<file path="src/design/efr_pkg.sv">
// Shared types, constants and helpers for the edge-function triangle rasterizer.
`default_nettype none

package efr_pkg;

    localparam int COORD_BITS  = 12;
    localparam int COLOR_BITS  = 24;
    localparam int DIFF_BITS   = COORD_BITS + 1;
    localparam int PROD_BITS   = 2 * DIFF_BITS;
    localparam int EDGE_BITS   = PROD_BITS + 1;
    localparam int QUEUE_DEPTH = 2;
    localparam int QPTR_BITS   = $clog2(QUEUE_DEPTH);

    typedef logic signed [COORD_BITS-1:0] t_coord;
    typedef logic signed [DIFF_BITS-1:0]  t_diff;
    typedef logic signed [PROD_BITS-1:0]  t_prod;
    typedef logic signed [EDGE_BITS-1:0]  t_edge;
    typedef logic [COLOR_BITS-1:0]        t_color;

    typedef enum logic {
        OP_LOAD = 1'b0,
        OP_STEP = 1'b1
    } t_op;

    typedef enum logic {
        BK_IDLE = 1'b0,
        BK_EVAL = 1'b1
    } t_back_state;

    typedef struct packed {
        logic   operation;
        t_coord vertex_a_x;
        t_coord vertex_a_y;
        t_coord vertex_b_x;
        t_coord vertex_b_y;
        t_coord vertex_c_x;
        t_coord vertex_c_y;
        t_color fill_color;
    } t_in_item;

    typedef struct packed {
        t_coord pixel_x;
        t_coord pixel_y;
        logic   covered;
        t_color pixel_color;
        logic   last_pixel;
    } t_out_item;

    // Classified item as it sits in the queue
    typedef struct packed {
        t_op    op;
        t_coord ax;
        t_coord ay;
        t_coord bx;
        t_coord by;
        t_coord cx;
        t_coord cy;
        t_color color;
        t_coord min_x;
        t_coord min_y;
        t_coord max_x;
        t_coord max_y;
    } t_entry;

    typedef struct packed {
        logic full;
        logic empty;
    } t_queue_status;

    // Difference of two coordinates, one bit wider so it cannot overflow
    function automatic t_diff sdiff(input t_coord a, input t_coord b);
        t_diff d;
        d = t_diff'(a) - t_diff'(b);
        return d;
    endfunction

    function automatic t_coord min3(input t_coord a, input t_coord b, input t_coord c);
        t_coord m;
        m = (a < b) ? a : b;
        return (m < c) ? m : c;
    endfunction

    function automatic t_coord max3(input t_coord a, input t_coord b, input t_coord c);
        t_coord m;
        m = (a > b) ? a : b;
        return (m > c) ? m : c;
    endfunction

endpackage

`default_nettype wire

</file>
<file path="src/design/edge_function_triangle_raster.sv">
// Top level of the edge-function triangle rasterizer.
//
// Input channel (i_in_valid / o_in_stall / i_in_item): a load item latches
// three signed vertices and a fill color and places the scan on the top-left
// corner of their bounding box; a step item reports the next pixel of the box
// in row-major order. Loads and steps taken while no triangle is active give
// no result; a load during a scan abandons the old one.
// Output channel (o_out_valid / i_out_stall / o_out_item): an item for each step
// taken while a triangle is active, with pixel coordinates, coverage (every edge
// function >= 0), color and a flag on the final box pixel.
// Items pass through a two-entry queue to the scan engine. For a step the engine
// first registers the edge products, then compares the edges into the output
// register, and takes no new item from the queue until that is done; a load is
// taken in the idle state alone.
// While the receiver stalls, the finished pixel holds in the output register,
// the queue fills and then o_in_stall rises. Synchronous reset clears the
// queue, drops any active triangle and empties the output register.
`default_nettype none

module edge_function_triangle_raster (
    input  wire logic                i_clk,
    input  wire logic                i_rst_n,
    input  wire logic                i_in_valid,
    output logic                     o_in_stall,
    input  wire efr_pkg::t_in_item   i_in_item,
    output logic                     o_out_valid,
    input  wire logic                i_out_stall,
    output efr_pkg::t_out_item       o_out_item
);
    import efr_pkg::*;

    t_entry        s_push_entry;
    t_entry        s_head;
    t_queue_status s_q_status;
    logic          s_push;
    logic          s_pop;

    efr_front u_front (
        .i_in_valid (i_in_valid),
        .o_in_stall (o_in_stall),
        .i_in_item  (i_in_item),
        .i_q_status (s_q_status),
        .o_push     (s_push),
        .o_entry    (s_push_entry)
    );

    efr_queue u_queue (
        .i_clk    (i_clk),
        .i_rst_n  (i_rst_n),
        .i_push   (s_push),
        .i_entry  (s_push_entry),
        .i_pop    (s_pop),
        .o_head   (s_head),
        .o_status (s_q_status)
    );

    efr_back u_back (
        .i_clk       (i_clk),
        .i_rst_n     (i_rst_n),
        .i_head      (s_head),
        .i_q_status  (s_q_status),
        .o_pop       (s_pop),
        .o_out_valid (o_out_valid),
        .i_out_stall (i_out_stall),
        .o_out_item  (o_out_item)
    );

endmodule

`default_nettype wire

</file>
<file path="src/design/efr_queue.sv">
// Short FIFO of classified items between the front and the back.
`default_nettype none

module efr_queue (
    input  wire logic                   i_clk,
    input  wire logic                   i_rst_n,
    input  wire logic                   i_push,
    input  wire efr_pkg::t_entry        i_entry,
    input  wire logic                   i_pop,
    output efr_pkg::t_entry             o_head,
    output efr_pkg::t_queue_status      o_status
);
    import efr_pkg::*;

    t_entry                r_mem [QUEUE_DEPTH];
    logic [QPTR_BITS-1:0]  r_wr_ptr, n_wr_ptr;
    logic [QPTR_BITS-1:0]  r_rd_ptr, n_rd_ptr;
    logic [QPTR_BITS:0]    r_count, n_count;

    // Report fill state and head entry
    always_comb begin
        o_status.full  = (r_count == (QPTR_BITS+1)'(QUEUE_DEPTH));
        o_status.empty = (r_count == '0);
        o_head         = r_mem[r_rd_ptr];
    end

    // Advance pointers and count
    always_comb begin
        n_wr_ptr = r_wr_ptr;
        n_rd_ptr = r_rd_ptr;
        n_count  = r_count;
        if (i_push) begin
            n_wr_ptr = r_wr_ptr + QPTR_BITS'(1);
        end
        if (i_pop) begin
            n_rd_ptr = r_rd_ptr + QPTR_BITS'(1);
        end
        case ({i_push, i_pop})
            2'b10:   n_count = r_count + (QPTR_BITS+1)'(1);
            2'b01:   n_count = r_count - (QPTR_BITS+1)'(1);
            default: n_count = r_count;
        endcase
    end

    always_ff @(posedge i_clk) begin
        if (!i_rst_n) begin
            r_wr_ptr <= '0;
            r_rd_ptr <= '0;
            r_count  <= '0;
        end else begin
            r_wr_ptr <= n_wr_ptr;
            r_rd_ptr <= n_rd_ptr;
            r_count  <= n_count;
        end
    end

    // Store pushed entry
    always_ff @(posedge i_clk) begin
        if (i_push) begin
            r_mem[r_wr_ptr] <= i_entry;
        end
    end

endmodule

`default_nettype wire

</file>
<file path="src/design/efr_front.sv">
// Front end: accepts items, classifies them and prepares the bounding box.
`default_nettype none

module efr_front (
    input  wire logic                   i_in_valid,
    output logic                        o_in_stall,
    input  wire efr_pkg::t_in_item      i_in_item,
    input  wire efr_pkg::t_queue_status i_q_status,
    output logic                        o_push,
    output efr_pkg::t_entry             o_entry
);
    import efr_pkg::*;

    // Hold off the sender while the queue is full
    always_comb begin
        o_in_stall = i_q_status.full;
        o_push     = i_in_valid && !i_q_status.full;
    end

    // Classify the item and work out the box of the vertices
    always_comb begin
        o_entry.op    = t_op'(i_in_item.operation);
        o_entry.ax    = i_in_item.vertex_a_x;
        o_entry.ay    = i_in_item.vertex_a_y;
        o_entry.bx    = i_in_item.vertex_b_x;
        o_entry.by    = i_in_item.vertex_b_y;
        o_entry.cx    = i_in_item.vertex_c_x;
        o_entry.cy    = i_in_item.vertex_c_y;
        o_entry.color = i_in_item.fill_color;
        o_entry.min_x = min3(i_in_item.vertex_a_x, i_in_item.vertex_b_x, i_in_item.vertex_c_x);
        o_entry.min_y = min3(i_in_item.vertex_a_y, i_in_item.vertex_b_y, i_in_item.vertex_c_y);
        o_entry.max_x = max3(i_in_item.vertex_a_x, i_in_item.vertex_b_x, i_in_item.vertex_c_x);
        o_entry.max_y = max3(i_in_item.vertex_a_y, i_in_item.vertex_b_y, i_in_item.vertex_c_y);
    end

endmodule

`default_nettype wire

</file>
<file path="src/design/efr_back.sv">
// Back end: holds the triangle, walks the box and evaluates the edge functions.
`default_nettype none

module efr_back (
    input  wire logic                   i_clk,
    input  wire logic                   i_rst_n,
    input  wire efr_pkg::t_entry        i_head,
    input  wire efr_pkg::t_queue_status i_q_status,
    output logic                        o_pop,
    output logic                        o_out_valid,
    input  wire logic                   i_out_stall,
    output efr_pkg::t_out_item          o_out_item
);
    import efr_pkg::*;

    t_back_state r_state, n_state;

    // Triangle state
    t_coord r_ax, r_ay, r_bx, r_by, r_cx, r_cy;
    t_coord r_min_x, r_max_x, r_max_y;
    t_coord r_scan_x, r_scan_y;
    t_color r_color;
    logic   r_busy;

    // Evaluation stage: products and pixel details
    t_prod  r_lhs0, r_rhs0, r_lhs1, r_rhs1, r_lhs2, r_rhs2;
    t_coord r_eval_x, r_eval_y;
    logic   r_eval_last;
    t_color r_eval_color;

    // Output register
    logic      r_out_valid, n_out_valid;
    t_out_item r_out_item;

    logic   s_take, s_is_load, s_is_step, s_last, s_load_out;
    t_edge  s_w0, s_w1, s_w2;
    t_prod  s_lhs0, s_rhs0, s_lhs1, s_rhs1, s_lhs2, s_rhs2;

    assign o_out_valid = r_out_valid;
    assign o_out_item  = r_out_item;

    // Next state and handshake with queue and output register
    always_comb begin
        n_state     = r_state;
        o_pop       = 1'b0;
        s_load_out  = 1'b0;
        n_out_valid = r_out_valid && i_out_stall;
        case (r_state)
            BK_IDLE: begin
                if (!i_q_status.empty) begin
                    o_pop = 1'b1;
                    if (i_head.op == OP_STEP && r_busy) begin
                        n_state = BK_EVAL;
                    end
                end
            end
            BK_EVAL: begin
                if (!r_out_valid || !i_out_stall) begin
                    s_load_out  = 1'b1;
                    n_out_valid = 1'b1;
                    n_state     = BK_IDLE;
                end
            end
            default: n_state = BK_IDLE;
        endcase
        s_take    = o_pop;
        s_is_load = s_take && (i_head.op == OP_LOAD);
        s_is_step = s_take && (i_head.op == OP_STEP) && r_busy;
        s_last    = (r_scan_x == r_max_x) && (r_scan_y == r_max_y);
    end

    // Edge products for the current scan position
    always_comb begin
        s_lhs0 = sdiff(r_scan_y, r_by) * sdiff(r_cx, r_bx);
        s_rhs0 = sdiff(r_scan_x, r_bx) * sdiff(r_cy, r_by);
        s_lhs1 = sdiff(r_scan_y, r_cy) * sdiff(r_ax, r_cx);
        s_rhs1 = sdiff(r_scan_x, r_cx) * sdiff(r_ay, r_cy);
        s_lhs2 = sdiff(r_scan_y, r_ay) * sdiff(r_bx, r_ax);
        s_rhs2 = sdiff(r_scan_x, r_ax) * sdiff(r_by, r_ay);
    end

    // Edge values from the registered products
    always_comb begin
        s_w0 = t_edge'(r_lhs0) - t_edge'(r_rhs0);
        s_w1 = t_edge'(r_lhs1) - t_edge'(r_rhs1);
        s_w2 = t_edge'(r_lhs2) - t_edge'(r_rhs2);
    end

    // Control registers
    always_ff @(posedge i_clk) begin
        if (!i_rst_n) begin
            r_state     <= BK_IDLE;
            r_busy      <= 1'b0;
            r_out_valid <= 1'b0;
        end else begin
            r_state     <= n_state;
            r_out_valid <= n_out_valid;
            if (s_is_load) begin
                r_busy <= 1'b1;
            end else if (s_is_step && s_last) begin
                r_busy <= 1'b0;
            end
        end
    end

    // Latch a new triangle or advance the scan
    always_ff @(posedge i_clk) begin
        if (s_is_load) begin
            r_ax     <= i_head.ax;
            r_ay     <= i_head.ay;
            r_bx     <= i_head.bx;
            r_by     <= i_head.by;
            r_cx     <= i_head.cx;
            r_cy     <= i_head.cy;
            r_color  <= i_head.color;
            r_min_x  <= i_head.min_x;
            r_max_x  <= i_head.max_x;
            r_max_y  <= i_head.max_y;
            r_scan_x <= i_head.min_x;
            r_scan_y <= i_head.min_y;
        end else if (s_is_step && !s_last) begin
            if (r_scan_x == r_max_x) begin
                r_scan_x <= r_min_x;
                r_scan_y <= r_scan_y + t_coord'(1);
            end else begin
                r_scan_x <= r_scan_x + t_coord'(1);
            end
        end
    end

    // Capture products and pixel details for the evaluation stage
    always_ff @(posedge i_clk) begin
        if (s_is_step) begin
            r_lhs0       <= s_lhs0;
            r_rhs0       <= s_rhs0;
            r_lhs1       <= s_lhs1;
            r_rhs1       <= s_rhs1;
            r_lhs2       <= s_lhs2;
            r_rhs2       <= s_rhs2;
            r_eval_x     <= r_scan_x;
            r_eval_y     <= r_scan_y;
            r_eval_last  <= s_last;
            r_eval_color <= r_color;
        end
    end

    // Load the output register with the finished pixel
    always_ff @(posedge i_clk) begin
        if (s_load_out) begin
            r_out_item.pixel_x     <= r_eval_x;
            r_out_item.pixel_y     <= r_eval_y;
            r_out_item.covered     <= !s_w0[EDGE_BITS-1] && !s_w1[EDGE_BITS-1]
                                      && !s_w2[EDGE_BITS-1];
            r_out_item.pixel_color <= r_eval_color;
            r_out_item.last_pixel  <= r_eval_last;
        end
    end

endmodule

`default_nettype wire

</file>
<file path="config.mk">
export PLATFORM = sky130hd
export DESIGN_NAME = edge_function_triangle_raster
export DESIGN_NICKNAME = d
export VERILOG_FILES = /design/src/design/efr_pkg.sv /design/src/design/edge_function_triangle_raster.sv /design/src/design/efr_queue.sv /design/src/design/efr_front.sv /design/src/design/efr_back.sv
export SDC_FILE = /design/constraint.sdc
export NUM_CORES = 2
export LEC_CHECK = 0
export ABC_AREA = 1
export BUFFER_PORTS_ARGS = -buffer_cell sky130_fd_sc_hd__buf_2
export CAP_MARGIN = 40
export CORE_MARGIN = 4
export CORE_UTILIZATION = 45
export CTS_CLUSTER_DIAMETER = 120
export DETAILED_ROUTE_END_ITERATION = 7
export GPL_TIMING_DRIVEN = 0
export PLACE_DENSITY = 0.57
export SLEW_MARGIN = 10
export SYNTH_ARGS = -nofsm -noshare
export SYNTH_HDL_FRONTEND = slang
export SYNTH_SLANG_ARGS = --single-unit
</file>
<file path="constraint.sdc">
create_clock -name i_clk -period 21 [get_ports i_clk]
set_input_delay 4.2 -clock i_clk [delete_from_list [all_inputs] [get_ports i_clk]]
set_output_delay 4.2 -clock i_clk [all_outputs]
set_load 0.02 [all_outputs]
</file>
After elaboration in Yosys (flattened, before gate mapping) --
Memories as Yosys holds them, arrays and structs flattened. A register that Yosys moved wholly into a read port is not among the register bits. Cells that the tools add are included. Widths: inputs -> output; s select.
Storage, ports and cells: bits in writable memories 290, register bits after elaboration 418, memories kept 1, bits of input ports 101
Cells by class: equal/unequal tests 5, multiplexer cells 31, magnitude comparators 8, reductions and logical operators 25, multiply operators 6, $add $sub $neg 21, bitwise logic cells 2
Memory list:
- u_queue.r_mem | depth 2, width 145, read ports 1, clocked after memory_dff 1, write ports 1, line efr_queue.sv:15 | t_entry r_mem [QUEUE_DEPTH];
Operators with widths (count):
- $mux 12 | 14
- $mul 13x13->26 | 6
- $sub 12x12->13 | 12
- $sub 26x26->27 | 3
- $gt 12x12->1 | 4
- $lt 12x12->1 | 4
- $add 12x2->12 const B | 2
- $eq 12x12->1 | 2
- $mux 1 | 15
- $logic_and 1x1->1 | 11
- $reduce_bool 2->1 | 4
- $logic_not 1->1 | 7
- $eq 2x2->1 const B | 2
- $pmux 2 s2 | 1
- $add 1x1->1 const B | 2
- $add 2x1->2 const B | 1
- $eq 2x1->1 const B | 1
- $logic_not 2->1 | 1
- $not 1->1 | 2
- $pmux 1 s2 | 1
- $reduce_and 2->1 | 1
- $sub 2x1->2 const B | 1
- $logic_or 1x1->1 | 1

Depth between registers and ports, before layout --
depth in word-level cells 8, depth in mapped cells 38, mapped depth without buffers 38

Hierarchy --
Synthesis repeated with hierarchy kept, for this count alone.
Unflattened totals: cell total of the unflattened synthesis 8126, area, all modules 76505.9 um^2
By module, submodules not included:
- efr_back | area each 61809.3 um^2, instances 1, cells an instance 6980
- efr_queue | area each 10879.2 um^2, instances 1, cells an instance 486
- efr_front | area each 3817.4 um^2, instances 1, cells an instance 660

Least setup slack after synthesis --
No wires, ideal clock.
path type register to register, start register u_queue.r_count[0], end register u_back.r_scan_y[0] (enable), stages on the path, launching flop included 7, slack 9.439 ns, data arrival time 11.162 ns, path buffers 0, required time 20.601 ns, cell sequence dfxtp_1 > inv_1 > a21oi_1 > nand2_1 > nor2_1 > nand2_1 > o21ai_0
On the way: word-level cells in the longest chain between the ends 8
RTL lines:
- start, declared | line efr_queue.sv:18 | logic [QPTR_BITS:0] r_count, n_count;
- start signal, assigned | line efr_queue.sv:53 | r_count <= n_count;
- $logic_not 2->1 | line efr_queue.sv:23 | o_status.empty = (r_count == '0);
- $mux 1 | line efr_back.sv:50 | if (!i_q_status.empty) begin
- $mux 1 | line efr_back.sv:48 | case (r_state)
- named net s_pop | line edge_function_triangle_raster.sv:36 | logic s_pop;
- $logic_and 1x1->1 (2 in a row) | line efr_back.sv:68 | s_is_step = s_take && (i_head.op == OP_STEP) && r_busy;
- named net u_back.s_is_step | line efr_back.sv:35 | logic s_take, s_is_load, s_is_step, s_last, s_load_out;
- $logic_and 1x1->1 | line efr_back.sv:121 | end else if (s_is_step && !s_last) begin
- $reduce_bool 2->1 (no source line)
- $reduce_and 2->1 (no source line)
- end signal, assigned | line efr_back.sv:120 | r_scan_y <= i_head.min_y;
- end signal, assigned | line efr_back.sv:124 | r_scan_y <= r_scan_y + t_coord'(1);
- end, declared | line efr_back.sv:21 | t_coord r_scan_x, r_scan_y;
The timed path passes the listed nets, and every way through them passes these cells. A chain may end at the register's enable or synchronous reset.

Worst setup path after layout --
start register u_back.r_scan_y[1], end register u_back.r_lhs1[20] (data pin)
On the way: word-level cells in the longest chain between the ends 2
RTL lines:
- $sub 12x12->13 | line efr_pkg.sv:73 | d = t_diff'(a) - t_diff'(b);
- $mul 13x13->26 | line efr_back.sv:76 | s_lhs1 = sdiff(r_scan_y, r_cy) * sdiff(r_ax, r_cx);
- named net u_back.s_lhs1[20] | line efr_back.sv:37 | t_prod s_lhs0, s_rhs0, s_lhs1, s_rhs1, s_lhs2, s_rhs2;
- end signal, assigned | line efr_back.sv:136 | r_lhs1 <= s_lhs1;
- end, declared | line efr_back.sv:26 | t_prod r_lhs0, r_rhs0, r_lhs1, r_rhs1, r_lhs2, r_rhs2;
The timed path passes the listed nets, and every way through them passes these cells.

==> results.md <==
* Wirelength, routed at 198000 µm
* R2r endpoint: u_back.r_lhs1[20]$_DFFE_PP_
* Clock skew at slightly above 0.06 ns
* Reg-to-reg critical path startpoint: u_back.r_scan_y[1]$_DFFE_PP_
* Worst-Margin Slew at 0.913 ns
* Setup_tns at 0 ns
* Chip Width at roughly 410 µm
* Worst Hold End: u_back.r_eval_color[3]$_DFFE_PP_
* Vias per inst at about 5.1
* Clock latency at the later pin of the worst-skew pair at 0.71 ns
* Post_cts resized at 0
* Hold path cells at 0
* Clk sinks at approximately 710
* Largest net degree at the start of global routing at 74
* Clock-pin slew on the worst setup and hold paths at about 0.060 ns
* Final hold vios at 0
* H-Tree Level Count at 3
* # IOs at 153
* Worst Setup End Kind: flop
* Cell count after synthesis at around 7700
* Cts hold-fix bufs at 0
* Final min period at 8.98 ns
* Unrepaired setup endpoints after global routing: no
* FP Rows at approximately 150
* PortBufs at 152
* Outcome: completed
* Core box area at between 150000 and 200000 µm²
* GR Overflow Total at 0
* Die Y at just over 400 µm
* Layout cells sized above 1 at under 10%
* Post-route DRC at 0
* Crit-path max FO at 8
* Maximum clock path buffer count at 3
* GRT Util Overall at between 20% and 30%
* CTS tree: yes
* Synth Flop Type: edfxtp_1
* Avg Synthesized Cell Area at 9.50 µm²
* TritonCTS buffer count at just over 80
* Beginning of the worst hold path: u_back.r_color[3]$_DFFE_PP_
* Max Transition Viols Final at 0
* Initial antenna violation count at 12
* Maximum clock rate at approximately 110 MHz
* Post-DP HPWL at 165000 µm
* Iteration count of the initial detailed-routing pass at 8
* HP Class: flop to flop
* Wire length per cell at a little under 20 µm
* Finish-stage setup viols at 0
* Ys Warns at 0
* Via count at between 50000 and 60000
* Share of synthesized flip-flops with an asynchronous set or reset at 0%
* Req. time, crit path at 21.41 ns
* Syn Nets at 9440
* CP startpoint kind: flop
* Register area share after synthesis at 29.1%
* Initial Util at between 40 and 50%
* Final ANT Viol Nets at 0
* Vias in the first global route at roughly 54000
* Worst Setup Path Type: flop to flop
* Synthesized flop and latch total at about 710
* First-pass GRT wire length at just over 300000 µm
* Area Growth Syn to Fin at 9.74%
* Die area at 168000 µm²
* Critical Path AT at 9.39 ns
* Number of synthesized flops with an enable pin at ~700
* Period utilization at ~43%
* Worst R2R Setup Slack at 12.02 ns
* Gpl congestion at 0.949
* Max Cap Violations at 0
* Worst slew margin at about two fifths
* CTS root buf: clkbuf_16
* Cell variety after synth at 60
* Nets at 9729
* Synth Cell Area at between 70000 and 80000 µm²
* Initial DRC Count at 3677
* Post-CTS Setup Bufs at 0
* Worst reg2reg path depth at 26
==> critical path, cell delays in order (launching register included) <==
cell and delay [ns]:
edfxtp_1 0.88, inv_1 0.38, fa_1 0.55, o21ai_0 0.45, a21o_1 0.22, xor2_1 0.66, inv_1 0.39, nor2_1 0.21
fa_1 0.47, inv_1 0.09, fa_1 0.41, inv_1 0.08, fa_1 0.44, fa_1 0.45, fa_1 0.58, inv_1 0.08
fa_1 0.51, inv_1 0.04, ha_1 0.33, nand2_1 0.10, nor4_1 0.35, a21oi_1 0.17, o21ai_0 0.27, nand3_1 0.11
nand2_1 0.12, a21boi_0 0.12, xnor2_1 0.17
==> synth_stat cells (14+ instances only) <==
master,number,area share [%]
a21o_1,16,0.17
a21oi_1,355,2.4
a31oi_1,21,0.18
buf_2,18,0.12
clkbuf_1,79,0.41
clkinv_1,21,0.11
edfxtp_1,701,29
fa_1,989,27
ha_1,689,12
inv_1,1633,8.4
nand2_1,1575,8.1
nand2_2,15,0.13
nand3_1,121,0.83
nand4_1,38,0.33
nor2_1,632,3.3
nor3_1,30,0.21
o2111ai_1,18,0.22
o211ai_1,14,0.14
o21ai_0,170,1.2
o21ai_1,25,0.17
or2_2,76,0.65
xnor2_1,88,1.1
xor2_1,160,1.9
==> metal layers <==
metal  wire, µm  global-route usage, %  up-vias
met1      86300                   32.8    25700
met5         38                      0        -
met3      13000                   4.07      305
met2      91800                   39.2     1586
li1           -                      -    24500
met4       7000                   7.43        6
==> state kept, by name, indices dropped and copies added (netlist names), 12 cells and up, named ones only <==
register             flops
u_back.r_max_x          12
u_back.r_cy             12
u_back.r_min_x          12
u_back.r_scan_y         12
u_back.r_lhs1           26
u_back.r_cx             12
u_back.r_ay             12
u_back.r_ax             12
u_back.r_eval_y         12
u_back.r_bx             12
u_back.r_lhs0           26
u_queue.r_mem          290
u_back.r_rhs2           26
u_back.r_eval_x         12
u_back.r_rhs1           26
u_back.r_scan_x         12
u_back.r_by             12
u_back.r_max_y          12
u_back.o_out_item       50
u_back.r_rhs0           26
u_back.r_eval_color     24
u_back.r_color          24
u_back.r_lhs2           26
==> area by class of cell <==
| class | count | area, µm² |
|---|---|---|
| fill | 15200 | 80900 |
| multi-input combinational | 5174 | 44900 |
| sequential | 709 | 21200 |
| inverter | 1664 | 6250 |
| tap | 2160 | 2700 |
| clock buffer | 103 | 2150 |
| timing repair buffer | 204 | 1570 |
| clock inverter | 47 | 602 |
| buffer | 114 | 520 |
| antenna | 3 | 7.51 |
==> layout by cell type (no fill, tap or decap), drive strengths merged, types with 30 or more instances in the layout <==
cell type  instances
xor2             161
o21ai            200
clkinv            51
xnor2             88
nor3              30
clkbuf           183
nor2             635
nand4             38
nand2           1593
a21oi            355
or2               85
edfxtp           701
ha               689
buf              238
inv             1650
nand3            129
fa               989
==> per-stage QoR <==
step	worst slack (ns)	area [µm²]	util [%]	hold WS [ns]	std cells
2_1_floorplan	9.44	72800	-	0.400	7661
3_3_place_gp	3.05	76300	47.4	0.400	9973
3_5_place_dp	12.03	77100	48.0	0.405	10000
4_1_cts	11.95	79900	49.7	0.408	10200
5_1_grt	11.40	79900	49.7	0.419	10200
6_report	12.02	79900	49.7	0.397	10200
==> worst max path at each step <==
stage	cells past startpoint	endpoint	start	slack (ns)
after floorplan	6	u_back.r_scan_y[0]$_DFFE_PP_	u_queue.r_count[0]$_SDFFE_PN0P_	9.44
after global placement	6	u_back.r_scan_y[5]$_DFFE_PP_	u_queue.r_count[0]$_SDFFE_PN0P_	3.05
after detailed placement	26	u_back.r_lhs1[20]$_DFFE_PP_	u_back.r_scan_y[1]$_DFFE_PP_	12.03
after CTS	26	u_back.r_lhs1[20]$_DFFE_PP_	u_back.r_scan_y[1]$_DFFE_PP_	11.95
after global routing	26	u_back.r_lhs1[20]$_DFFE_PP_	u_back.r_scan_y[1]$_DFFE_PP_	11.40
final	26	u_back.r_lhs1[20]$_DFFE_PP_	u_back.r_scan_y[1]$_DFFE_PP_	12.02
==> kinds of logic after synthesis <==
group                    synth area share (%)
buffers and inverters                    9.28
XOR/XNOR                                 3.01
adder cells (fa/ha/maj)                  39.0
AND/OR/NAND/NOR                          14.2
multiplexers                           0.0138
AO/OA/AOI/OAI                            5.37
flip-flops                               29.1
Power is not shown: default switching activity piles up to over one toggle a cycle in this logic, so the estimate is an artifact.
